File: config.mk
export PLATFORM = sky130hd
export DESIGN_NAME = vcd_value_change_parser
export DESIGN_NICKNAME = d
export VERILOG_FILES = /design/src/rtl/core/vcdp_pkg.sv /design/src/rtl/core/vcdp_chan_table.sv /design/src/rtl/core/vcdp_parser.sv /design/src/rtl/core/vcd_value_change_parser.sv
export SDC_FILE = /design/constraint.sdc
export NUM_CORES = 1
export LEC_CHECK = 0
export BUFFER_PORTS_ARGS = -buffer_cell sky130_fd_sc_hd__buf_4
export CORE_MARGIN = 2
export CORE_UTILIZATION = 61
export CTS_CLUSTER_SIZE = 8
export DETAILED_ROUTE_END_ITERATION = 8
export PLACE_DENSITY = 0.8
export SLEW_MARGIN = 20
export SYNTH_ARGS = -nofsm -noshare
export SYNTH_HDL_FRONTEND = slang
export SYNTH_HIERARCHICAL = 1
export SYNTH_SLANG_ARGS = --single-unit
export TNS_END_PERCENT = 1
File: constraint.sdc
create_clock -name aclk -period 14.9 [get_ports aclk]
set_input_delay 2.98 -clock aclk [delete_from_list [all_inputs] [get_ports aclk]]
set_output_delay 2.98 -clock aclk [all_outputs]
set_load 0.01 [all_outputs]
File: src/rtl/core/vcdp_pkg.sv
`timescale 1ns / 1ps
`default_nettype none

package vcdp_pkg;

    // sizes
    localparam int MAX_CHANNELS = 8;
    localparam int MAX_SAMPLES  = 1024;
    localparam int LINE_BUFFER  = 96;

    localparam int CHAN_IDX_W   = (MAX_CHANNELS > 1) ? $clog2(MAX_CHANNELS) : 1;
    localparam int CHAN_CNT_W   = $clog2(MAX_CHANNELS + 1);
    localparam int SAMPLE_CNT_W = $clog2(MAX_SAMPLES + 1);
    localparam int LINE_POS_W   = $clog2(LINE_BUFFER);
    localparam int KW_POS_W     = 4;
    localparam int TOK_CNT_W    = 3;

    // field widths
    localparam int BYTE_W       = 8;
    localparam int TIME_W       = 32;
    localparam int LEVELS_W     = 8;
    localparam int INDEX_W      = 10;
    localparam int M_DATA_W     = 56;

    localparam logic [LINE_POS_W-1:0] LINE_LAST  = LINE_POS_W'(LINE_BUFFER - 1);
    localparam logic [SAMPLE_CNT_W-1:0] SAMPLE_MAX = SAMPLE_CNT_W'(MAX_SAMPLES);
    localparam logic [CHAN_CNT_W-1:0] CHAN_MAX   = CHAN_CNT_W'(MAX_CHANNELS);

    // keyword positions
    localparam logic [KW_POS_W-1:0] KW_POS_FIRST   = 4'd1;
    localparam logic [KW_POS_W-1:0] KW_POS_END_2ND = 4'd2;
    localparam logic [KW_POS_W-1:0] KW_VAR_LEN     = 4'd4;
    localparam logic [KW_POS_W-1:0] KW_END_LEN     = 4'd15;

    // token counts on a $var line
    localparam logic [TOK_CNT_W-1:0] TOK_FIRST = 3'd1;
    localparam logic [TOK_CNT_W-1:0] TOK_ID    = 3'd4;
    localparam logic [TOK_CNT_W-1:0] TOK_SAT   = 3'd5;

    // characters
    localparam logic [7:0] CH_NUL    = 8'h00;
    localparam logic [7:0] CH_TAB    = 8'h09;
    localparam logic [7:0] CH_LF     = 8'h0a;
    localparam logic [7:0] CH_CR     = 8'h0d;
    localparam logic [7:0] CH_SPACE  = 8'h20;
    localparam logic [7:0] CH_HASH   = 8'h23;
    localparam logic [7:0] CH_DOLLAR = 8'h24;
    localparam logic [7:0] CH_ZERO   = 8'h30;
    localparam logic [7:0] CH_ONE    = 8'h31;
    localparam logic [7:0] CH_NINE   = 8'h39;
    localparam logic [7:0] CH_E      = 8'h65;

    // line classes
    typedef enum logic [7:0] {
        LC_START     = 8'b0000_0001,
        LC_KEY_VAR   = 8'b0000_0010,
        LC_VAR_GAP   = 8'b0000_0100,
        LC_VAR_TOKEN = 8'b0000_1000,
        LC_IGNORE    = 8'b0001_0000,
        LC_TIME      = 8'b0010_0000,
        LC_VALUE     = 8'b0100_0000,
        LC_KEY_END   = 8'b1000_0000
    } line_class_t;

    // channel table command from the parser
    typedef struct packed {
        logic                  clear;
        logic                  wr;
        logic [BYTE_W-1:0]     wr_id;
    } chan_cmd_t;

    // channel table lookup answer
    typedef struct packed {
        logic                  hit;
        logic [CHAN_IDX_W-1:0] idx;
    } chan_hit_t;

    // one emitted sample
    typedef struct packed {
        logic                valid;
        logic [TIME_W-1:0]   sample_time;
        logic [LEVELS_W-1:0] sample_levels;
        logic [INDEX_W-1:0]  sample_index;
    } sample_t;

    // characters of "$var" by position
    function automatic logic [7:0] kw_var_char(input logic [KW_POS_W-1:0] pos);
        logic [7:0] ch;
        case (pos)
            4'd0:    ch = 8'h24;
            4'd1:    ch = 8'h76;
            4'd2:    ch = 8'h61;
            4'd3:    ch = 8'h72;
            default: ch = 8'h00;
        endcase
        return ch;
    endfunction

    // characters of "$enddefinitions" by position
    function automatic logic [7:0] kw_end_char(input logic [KW_POS_W-1:0] pos);
        logic [7:0] ch;
        case (pos)
            4'd0:    ch = 8'h24;
            4'd1:    ch = 8'h65;
            4'd2:    ch = 8'h6e;
            4'd3:    ch = 8'h64;
            4'd4:    ch = 8'h64;
            4'd5:    ch = 8'h65;
            4'd6:    ch = 8'h66;
            4'd7:    ch = 8'h69;
            4'd8:    ch = 8'h6e;
            4'd9:    ch = 8'h69;
            4'd10:   ch = 8'h74;
            4'd11:   ch = 8'h69;
            4'd12:   ch = 8'h6f;
            4'd13:   ch = 8'h6e;
            4'd14:   ch = 8'h73;
            default: ch = 8'h00;
        endcase
        return ch;
    endfunction

endpackage

`default_nettype wire

File: src/rtl/core/vcdp_chan_table.sv
`timescale 1ns / 1ps
`default_nettype none

module vcdp_chan_table
    import vcdp_pkg::*;
(
    input  wire logic              aclk,
    input  wire logic              aresetn,
    input  wire chan_cmd_t         cmd,
    input  wire logic [BYTE_W-1:0] look_id,
    output chan_hit_t              look
);

    logic [BYTE_W-1:0]     ids_reg [MAX_CHANNELS];
    logic [CHAN_CNT_W-1:0] count_reg;
    logic [CHAN_CNT_W-1:0] count_next;
    logic                  wr_ok;

    assign wr_ok = cmd.wr && (count_reg < CHAN_MAX);

    // channel count
    always_comb begin
        count_next = count_reg;
        if (cmd.clear) begin
            count_next = '0;
        end else if (wr_ok) begin
            count_next = count_reg + 1'b1;
        end
    end

    always_ff @(posedge aclk) begin
        if (!aresetn) begin
            count_reg <= '0;
        end else begin
            count_reg <= count_next;
        end
    end

    // id store, written at the next free slot
    always_ff @(posedge aclk) begin
        if (wr_ok && !cmd.clear) begin
            ids_reg[count_reg[CHAN_IDX_W-1:0]] <= cmd.wr_id;
        end
    end

    // lowest recorded channel with a matching id
    always_comb begin
        look.hit = 1'b0;
        look.idx = '0;
        for (int i = MAX_CHANNELS - 1; i >= 0; i--) begin
            if ((CHAN_CNT_W'(i) < count_reg) && (ids_reg[i] == look_id)) begin
                look.hit = 1'b1;
                look.idx = CHAN_IDX_W'(i);
            end
        end
    end

endmodule

`default_nettype wire

File: src/rtl/core/vcdp_parser.sv
`timescale 1ns / 1ps
`default_nettype none

module vcdp_parser
    import vcdp_pkg::*;
(
    input  wire logic              aclk,
    input  wire logic              aresetn,
    input  wire logic              fire,
    input  wire logic              eof,
    input  wire logic [BYTE_W-1:0] ch,
    input  wire chan_hit_t         look,
    output chan_cmd_t              cmd,
    output sample_t                emit
);

    logic                    in_data_reg,  in_data_next;
    logic [LEVELS_W-1:0]     level_reg,    level_next;
    logic [TIME_W-1:0]       time_reg,     time_next;
    logic                    pending_reg,  pending_next;
    logic [SAMPLE_CNT_W-1:0] scount_reg,   scount_next;
    logic [LINE_POS_W-1:0]   line_pos_reg, line_pos_next;
    line_class_t             class_reg,    class_next;
    logic [KW_POS_W-1:0]     kmp_reg,      kmp_next;
    logic [TOK_CNT_W-1:0]    tok_reg,      tok_next;
    logic [BYTE_W-1:0]       cand_reg,     cand_next;

    logic                    can_emit;
    logic                    var_close;
    logic [TIME_W-1:0]       time_x10;

    assign can_emit  = pending_reg && (scount_reg < SAMPLE_MAX);
    assign var_close = (tok_reg >= TOK_SAT);
    assign time_x10  = (time_reg << 3) + (time_reg << 1);

    // per-item state update
    always_comb begin
        in_data_next  = in_data_reg;
        level_next    = level_reg;
        time_next     = time_reg;
        pending_next  = pending_reg;
        scount_next   = scount_reg;
        line_pos_next = line_pos_reg;
        class_next    = class_reg;
        kmp_next      = kmp_reg;
        tok_next      = tok_reg;
        cand_next     = cand_reg;
        // sample output fields follow the pending state
        emit.sample_time   = time_reg;
        emit.sample_levels = level_reg;
        emit.sample_index  = scount_reg[INDEX_W-1:0];
        emit.valid    = 1'b0;
        cmd.clear     = 1'b0;
        cmd.wr        = 1'b0;
        cmd.wr_id     = cand_reg;

        if (fire) begin
            priority if (eof) begin
                // flush, then back to reset
                emit.valid    = can_emit;
                cmd.clear     = 1'b1;
                in_data_next  = 1'b0;
                level_next    = '0;
                time_next     = '0;
                pending_next  = 1'b0;
                scount_next   = '0;
                line_pos_next = '0;
                class_next    = LC_START;
                kmp_next      = '0;
                tok_next      = '0;
                cand_next     = '0;
            end else if (ch == CH_CR) begin
                // dropped
            end else if (ch == CH_LF) begin
                // end of line, close a $var line
                if (class_reg == LC_VAR_GAP || class_reg == LC_VAR_TOKEN) begin
                    cmd.wr = var_close;
                end
                line_pos_next = '0;
                class_next    = LC_START;
                kmp_next      = '0;
                tok_next      = '0;
                cand_next     = '0;
            end else if (line_pos_reg >= LINE_LAST) begin
                // overlong line
            end else begin
                line_pos_next = line_pos_reg + 1'b1;
                unique case (class_reg)
                    LC_START: begin
                        if (ch == CH_SPACE || ch == CH_TAB) begin
                            // leading blank
                        end else if (!in_data_reg) begin
                            if (ch == CH_DOLLAR) begin
                                class_next = LC_KEY_VAR;
                                kmp_next   = KW_POS_FIRST;
                            end else begin
                                class_next = LC_IGNORE;
                            end
                        end else if (ch == CH_HASH) begin
                            emit.valid   = can_emit;
                            if (can_emit) begin
                                scount_next = scount_reg + 1'b1;
                            end
                            time_next    = '0;
                            pending_next = 1'b1;
                            class_next   = LC_TIME;
                        end else if (ch == CH_ZERO || ch == CH_ONE) begin
                            cand_next  = (ch == CH_ONE) ? 8'd1 : 8'd0;
                            class_next = LC_VALUE;
                        end else begin
                            class_next = LC_IGNORE;
                        end
                    end
                    LC_KEY_VAR: begin
                        if (kmp_reg == KW_POS_FIRST && ch == CH_E) begin
                            class_next = LC_KEY_END;
                            kmp_next   = KW_POS_END_2ND;
                        end else if (kmp_reg < KW_VAR_LEN && ch == kw_var_char(kmp_reg)) begin
                            kmp_next = kmp_reg + 1'b1;
                            if (kmp_reg + 1'b1 == KW_VAR_LEN) begin
                                class_next = LC_VAR_TOKEN;
                                tok_next   = TOK_FIRST;
                            end
                        end else begin
                            class_next = LC_IGNORE;
                        end
                    end
                    LC_KEY_END: begin
                        if (kmp_reg < KW_END_LEN && ch == kw_end_char(kmp_reg)) begin
                            kmp_next = kmp_reg + 1'b1;
                            if (kmp_reg + 1'b1 == KW_END_LEN) begin
                                in_data_next = 1'b1;
                                class_next   = LC_IGNORE;
                            end
                        end else begin
                            class_next = LC_IGNORE;
                        end
                    end
                    LC_VAR_GAP, LC_VAR_TOKEN: begin
                        if (ch == CH_NUL) begin
                            cmd.wr     = var_close;
                            class_next = LC_IGNORE;
                        end else if (ch == CH_SPACE) begin
                            class_next = LC_VAR_GAP;
                        end else if (class_reg == LC_VAR_GAP) begin
                            class_next = LC_VAR_TOKEN;
                            if (tok_reg < TOK_SAT) begin
                                tok_next = tok_reg + 1'b1;
                                if (tok_reg + 1'b1 == TOK_ID) begin
                                    cand_next = ch;
                                end
                            end
                        end
                    end
                    LC_TIME: begin
                        if (ch >= CH_ZERO && ch <= CH_NINE) begin
                            time_next = time_x10 + TIME_W'(ch[3:0]);
                        end else begin
                            class_next = LC_IGNORE;
                        end
                    end
                    LC_VALUE: begin
                        if (ch != CH_NUL && look.hit) begin
                            level_next[look.idx] = (cand_reg != '0);
                        end
                        class_next = LC_IGNORE;
                    end
                    LC_IGNORE: begin
                    end
                    default: begin
                        class_next = LC_IGNORE;
                    end
                endcase
            end
        end
    end

    always_ff @(posedge aclk) begin
        if (!aresetn) begin
            in_data_reg  <= 1'b0;
            level_reg    <= '0;
            time_reg     <= '0;
            pending_reg  <= 1'b0;
            scount_reg   <= '0;
            line_pos_reg <= '0;
            class_reg    <= LC_START;
            kmp_reg      <= '0;
            tok_reg      <= '0;
            cand_reg     <= '0;
        end else begin
            in_data_reg  <= in_data_next;
            level_reg    <= level_next;
            time_reg     <= time_next;
            pending_reg  <= pending_next;
            scount_reg   <= scount_next;
            line_pos_reg <= line_pos_next;
            class_reg    <= class_next;
            kmp_reg      <= kmp_next;
            tok_reg      <= tok_next;
            cand_reg     <= cand_next;
        end
    end

    // end of file leaves the parser in its reset state
    a_eof_clears: assert property (@(posedge aclk) disable iff (!aresetn)
        (fire && eof) |=> (scount_reg == '0 && !pending_reg && !in_data_reg
                           && class_reg == LC_START))
        else $error("end of file did not clear parser state");

    // no sample beyond the capture limit
    a_emit_limit: assert property (@(posedge aclk) disable iff (!aresetn)
        emit.valid |-> (pending_reg && scount_reg < SAMPLE_MAX))
        else $error("sample emitted past limit or without pending sample");

    // a newline restarts the line
    a_newline: assert property (@(posedge aclk) disable iff (!aresetn)
        (fire && !eof && ch == CH_LF) |=> (line_pos_reg == '0 && class_reg == LC_START
                                          && tok_reg == '0))
        else $error("newline did not restart line");

    // kept line bytes stay within the buffer
    a_line_pos: assert property (@(posedge aclk) disable iff (!aresetn)
        line_pos_reg <= LINE_LAST)
        else $error("line position past buffer");

endmodule

`default_nettype wire

File: src/rtl/core/vcd_value_change_parser.sv
// An accepted item is registered in the input register and parsed from there, and a sample it
// releases is registered in the result register and shows on m_tvalid; m_tready holding off stalls parsing
// throughput: one item per cycle while no sample waits on m_tready; the parser updates its state
// once per item, and the input register takes one more item while a sample waits
// reset: aresetn low (synchronous) clears all control state, header mode, no channels
`timescale 1ns / 1ps
`default_nettype none

module vcd_value_change_parser
    import vcdp_pkg::*;
(
    input  wire logic                aclk,
    input  wire logic                aresetn,
    input  wire logic                s_tvalid,
    output logic                     s_tready,
    input  wire logic [BYTE_W-1:0]   s_tdata,   // [7:0] char_byte
    input  wire logic                s_tuser,   // [0] op (end of file)
    output logic                     m_tvalid,
    input  wire logic                m_tready,
    output logic [M_DATA_W-1:0]      m_tdata    // [31:0] sample_time, [39:32] sample_levels,
                                                // [49:40] sample_index, [55:50] zero
);

    logic              in_valid_reg, in_valid_next;
    logic [BYTE_W-1:0] in_byte_reg;
    logic              in_eof_reg;
    logic              out_valid_reg, out_valid_next;
    logic [M_DATA_W-1:0] out_data_reg;
    logic              proc_fire;
    logic              s_fire;
    chan_cmd_t         cmd;
    chan_hit_t         look;
    sample_t           emit;

    // parse when an item is held and the result register can take a sample
    assign proc_fire = in_valid_reg && (!out_valid_reg || m_tready);
    assign s_tready  = !in_valid_reg || proc_fire;
    assign s_fire    = s_tvalid && s_tready;

    // input register
    always_comb begin
        in_valid_next = in_valid_reg;
        if (s_fire) begin
            in_valid_next = 1'b1;
        end else if (proc_fire) begin
            in_valid_next = 1'b0;
        end
    end

    always_ff @(posedge aclk) begin
        if (!aresetn) begin
            in_valid_reg <= 1'b0;
        end else begin
            in_valid_reg <= in_valid_next;
        end
    end

    always_ff @(posedge aclk) begin
        if (s_fire) begin
            in_byte_reg <= s_tdata;
            in_eof_reg  <= s_tuser;
        end
    end

    vcdp_chan_table u_chan_table (
        .aclk    (aclk),
        .aresetn (aresetn),
        .cmd     (cmd),
        .look_id (in_byte_reg),
        .look    (look)
    );

    vcdp_parser u_parser (
        .aclk    (aclk),
        .aresetn (aresetn),
        .fire    (proc_fire),
        .eof     (in_eof_reg),
        .ch      (in_byte_reg),
        .look    (look),
        .cmd     (cmd),
        .emit    (emit)
    );

    // result register
    always_comb begin
        out_valid_next = out_valid_reg;
        if (emit.valid) begin
            out_valid_next = 1'b1;
        end else if (m_tready) begin
            out_valid_next = 1'b0;
        end
    end

    always_ff @(posedge aclk) begin
        if (!aresetn) begin
            out_valid_reg <= 1'b0;
        end else begin
            out_valid_reg <= out_valid_next;
        end
    end

    always_ff @(posedge aclk) begin
        if (emit.valid) begin
            out_data_reg <= {(M_DATA_W - TIME_W - LEVELS_W - INDEX_W)'(0),
                             emit.sample_index, emit.sample_levels, emit.sample_time};
        end
    end

    assign m_tvalid = out_valid_reg;
    assign m_tdata  = out_data_reg;

endmodule

`default_nettype wire

-- Word-level counts from Yosys, hierarchy flattened
Memories as Yosys holds them, arrays and structs flattened. A register that Yosys moved wholly into a read port is not among the register bits.
Index checks and enable logic that the tools add are counted.
- bits in registers: 148
- RAM bits: 64
- memories kept: 2
- ROM bits: 112
- input port bits: 13
- output and inout bits: 58
- reduce and logical (&&, ||, !) cells: 58
- multiplexer cells: 151
- $lt $le $gt $ge: 19
- equal/unequal tests: 63
- bitwise operators: 1
- $add $sub $neg: 7
- memories (name ; depth ; bits a word ; read ports ; clocked after memory_dff ; write ports ; RTL line ; source):
    (no name shown) ; 16 ; 7 ; 1 ; 1 ; 0 ; vcdp_pkg.sv:102 ; case (pos)
    u_chan_table.ids_reg ; 8 ; 8 ; 8 ; 0 ; 1 ; vcdp_chan_table.sv:14 ; logic [BYTE_W-1:0] ids_reg [MAX_CHANNELS];
- operators with widths (kind ; count):
    8-bit 2-to-1 mux ; 48
    32-bit 2-to-1 mux ; 8
    11-bit 2-to-1 mux ; 9
    8-bit == test ; 10
    4-bit 2-to-1 mux ; 20
    32-bit one-hot mux with 2 select lines ; 1
    8-bit by 6-bit == test with 1-bit output (second input constant) ; 6
    8-bit one-hot mux with 6 select lines ; 1
    1-bit 2-to-1 mux ; 40
    4-bit by 2-bit != test with 1-bit output (second input constant) ; 9
    9-bit AND reduction ; 4
    7-bit 2-to-1 mux ; 5
    3-bit 2-to-1 mux ; 11
    32-bit adder ; 1
    32-bit by 4-bit adder with 32-bit output ; 1
    8-bit by 4-bit == test with 1-bit output (second input constant) ; 4
    7-bit one-hot mux with 4 select lines ; 1
    4-bit by 3-bit != test with 1-bit output (second input constant) ; 6
    2-bit nonzero test ; 11
    1-bit logical AND ; 19
    8-bit by 7-bit == test with 1-bit output (second input constant) ; 2
    3-bit by 4-bit less-than comparator with 1-bit output (first input constant) ; 4
    8-bit one-hot mux with 2 select lines ; 1
    8-bit nonzero test ; 2
    55 further kinds ; 75

-- Depth between registers and ports, before layout
An unclocked memory read counts as a cell.
- depth after elaboration: 22
- gate-level depth with buffers: 16
- depth with buffers taken out: 15

-- Modules after synthesis
Netlist, hierarchy kept.
- modules (own cells, without submodules) (module ; times used ; area each (um^2) ; seq. area each (um^2) ; cells each):
    vcdp_parser ; 1 ; 6468.7 ; 1801.7 ; 782
    vcdp_chan_table ; 1 ; 3128.0 ; 2001.9 ; 222
    vcd_value_change_parser ; 1 ; 1924.3 ; 1811.7 ; 75

-- Least setup slack after synthesis
No wires, ideal clock.
- path kind: in2reg
- start: input port m_tready
- end: register out_data_reg[0] (netlist: m_tdata[0]) (enable)
- stages on the path: 4
- path buffers: 0
- data arrival time: 6.767 ns
- slack: 7.611 ns
- path through: nor2b_4 nor2b_1 inv_1 nor3_1
- RTL lines (element ; RTL line ; source):
    from (decl) ; vcd_value_change_parser.sv:19 ; input wire logic m_tready,
    to (signal assigned) ; vcd_value_change_parser.sv:104 ; out_data_reg <= {(M_DATA_W - TIME_W - LEVELS_W - INDEX_W)'(0),
    to (decl) ; vcd_value_change_parser.sv:28 ; logic [M_DATA_W-1:0] out_data_reg;

-- Final worst setup path
- start: input port m_tready
- end: output port s_tready
- cells in the longest elaborated chain, start to end: 3
- ends and longest elaborated chain (element ; RTL line ; source):
    1-bit logical OR ; vcd_value_change_parser.sv:36 ; assign proc_fire = in_valid_reg && (!out_valid_reg || m_tready);
    1-bit logical AND ; vcd_value_change_parser.sv:36 ;
    1-bit logical OR ; vcd_value_change_parser.sv:37 ; assign s_tready = !in_valid_reg || proc_fire;
    to (decl) ; vcd_value_change_parser.sv:15 ; output logic s_tready,
Every way passes these cells.

==> impl_metrics.ini <==
[global_route]
grt_max_degree = 63
grt_first_pass_wirelength_um = 39800
antenna_found_initial = 0
grt_pass1_vias = 7821
grt_usage_pct = 24.5
overflow = 0

[synthesis]
synthDistinctLibCells = 87
synthTopCellsByArea = edfxtp_1, dfxtp_1, ha_1, xnor2_1, xor2_1
async_reset_ff_share_pct = 0
syn_inst = 1079
synth_top_family_by_area = simple AND/OR/NAND/NOR gates
synth_compound_area_share_pct = 12.6
netlist.area_leader.share_pct = 32.1
synth-seq-cells = 219
synth_xor_area_share_pct = 8.88
yosysSeqAreaShare_pct = 48.7
synth-edff-count = 123
syn_area_per_cell_um2 = 10.7
synthesis.area_mm2 = 0.0115
yosys_warnings = 6
yosys_most_used_dff = edfxtp_1
post_synth_and_or_nand_nor_area_fraction_pct = 17.0
synth_area_leader_cell = edfxtp_1
muxShareOfSynthArea_pct = 0.967
synthAdderAreaFrac_pct = 7.95

[die]
core-area_mm2 = 0.0186
io_pins = 71
die_h_um = 141
fp.dieArea_mm2 = 0.0200
rows = 50
start_util_pct = 61.8
die-width_um = 141

[placement]
routabilityCongestion = 0.901
place_hpwl_um = 16200
dp.cells = 1337
port_buffers = 64

[sta]
slew_headroom_pct = 29.0
fin_tns_setup_ps = 0
post-route-period-util_pct = 43.1
slew_violations = 0
post-route-min-period_ps = 6420
tightest_slew_ps = 1060
finClkSkew_ps = 9.02
hold_violations = 0
fmax_mhz = 156
rsz0062_at_grt = no
setup_viol = 0

[cts]
post_cts_buffers = 0
cts_resized = 0
postCtsHoldBufs = 0
clock-sinks = 219
cts-root-buf = clkbuf_16
cts_buffer_depth = 3
cts_tree = done
clk_latency_ps = 540
cts.clk_slew.worst_paths_ps = 50
numCtsBuffers = 31
cts_max_level = 1

[power_and_ir_drop]
peakVddDrop_mv = 0.101
p_leak_nw = 5.24
finalPower_mw = 1.35
p_per_area_mw_per_mm2 = 104

[layout]
final_cell_mix = edfxtp_1, dfxtp_1, nand2_1
area_growth_pct = 12.5
nets = 1221
layout_commonest_cell = edfxtp_1
num-fill-cells = 1357
seqCellArea_mm2 = 0.00562
largest_register_ff_count = 64
multi_input_area_mm2 = 0.00550
drive_above_1_share_pct = 11.9
final_cell_count_no_fill = 1395
antenna_cells_inserted = 0

[worst_setup_path]
worstSetupPathType = in2out
cp.required_ps = 11920
critPathCaptureType = primary output
arrival_ps = 3440
r2r_cells = 10
rr_startpoint = in_byte_reg[3]
ff2ff_setup_slack_ps = 10910
worst_setup_path_start_kind = input pin
cp_max_fo = 2
critPathLaunch = m_tready

[routing]
drc_errors = 0
dr_total_vias = 8349
routedWlPerCell_um = 17.7
dr.pass1.iters = 7
ant_nets = 0
drtIter0Drc = 661
wl_um = 24700
drt-vias-per-instance = 5.98

[run_status]
status = finished, final reports clean

[worst_hold_path]
hold_end = m_tdata[32]
holdCritPathClass = reg2reg
hold_path_depth = 0
hold_path_startpoint = u_parser/level_reg[0]

[job]
maxCapViolCount = 0
[report_power, final]
part           leakage, nW  internal, mW  switching (mW)
registers             2.14         0.637         0.00949
clock network        0.428         0.398           0.242
logic                 2.67        0.0247          0.0365
[synth_stat cells, types with 4 or more instances]
master / count
nand2_1: 76
and3_1: 11
edfxtp_1: 123
buf_6: 6
xnor2_1: 70
a31oi_1: 14
nand3_1: 45
a22oi_1: 18
a41oi_1: 4
o31ai_1: 4
nand4_1: 14
clkbuf_1: 21
dfxtp_1: 96
mux2i_1: 10
nor2_1: 65
inv_1: 25
a21o_1: 13
o21ai_0: 44
ha_1: 70
o21a_1: 5
and2_1: 9
o211ai_1: 8
nor3_1: 19
nor4_1: 12
nand2b_1: 21
a21boi_0: 17
nor4b_1: 4
a21oi_1: 53
buf_4: 24
xor2_1: 45
nor2b_1: 45
[layout make-up]
cell class | instances | area share (%)
Sequential cell | 219 | 43.3
Multi-Input combinational cell | 785 | 42.5
Clock buffer | 57 | 6.90
Timing Repair Buffer | 74 | 4.28
Tap cell | 234 | 2.26
Inverter | 25 | 0.724
Clock inverter | 1 | 0.0676
[routing by layer]
layer / global-route usage, % / wire length [um] / vias to the layer above
met5: 0 / 0 / -
met4: 5.58 / 338 / 0
met3: 3.91 / 1450 / 36
met2: 39.6 / 11500 / 260
met1: 35.2 / 11400 / 4029
li1: - / - / 4024
[logic make-up (layout without fill, tap and decap cells)]
group                    count (synthesis)  after routing
AO/OA/AOI/OAI                          219            219
adder cells (fa/ha/maj)                 72             72
XOR/XNOR                               116            116
other                                    1              6
AND/OR/NAND/NOR                        361            361
buffers and inverters                   80            157
flip-flops                             219            219
multiplexers                            11             11
[worst max-delay path, cell delays in order]
cell,delay [ps]
buf_4,130
nand3b_4,170
buf_4,160
[worst max path at each step]
| stage | slack, ps | end | cells after the start |
|---|---|---|---|
| 2_1_floorplan | 7610 | m_tdata[0] | 4 |
| 3_3_place_gp | 8480 | s_tready | 3 |
| 3_5_place_dp | 8480 | s_tready | 3 |
| 4_1_cts | 8480 | s_tready | 3 |
| 5_1_grt | 8480 | s_tready | 3 |
| 6_report | 8480 | s_tready | 3 |
[per-stage QoR]
stage | utilization, % | instance area [um2] | hold slack (ps) | setup WS (ps)
floorplan | - | 11500 | 402 | 7610
global placement | 64.7 | 12100 | 413 | 8480
CTS | 69.5 | 13000 | 427 | 8480
global route | 69.5 | 13000 | 441 | 8480
detailed placement | 64.7 | 12100 | 414 | 8480
finish | 69.5 | 13000 | 420 | 8480
Note: power is estimated with default switching activity, not from simulation.
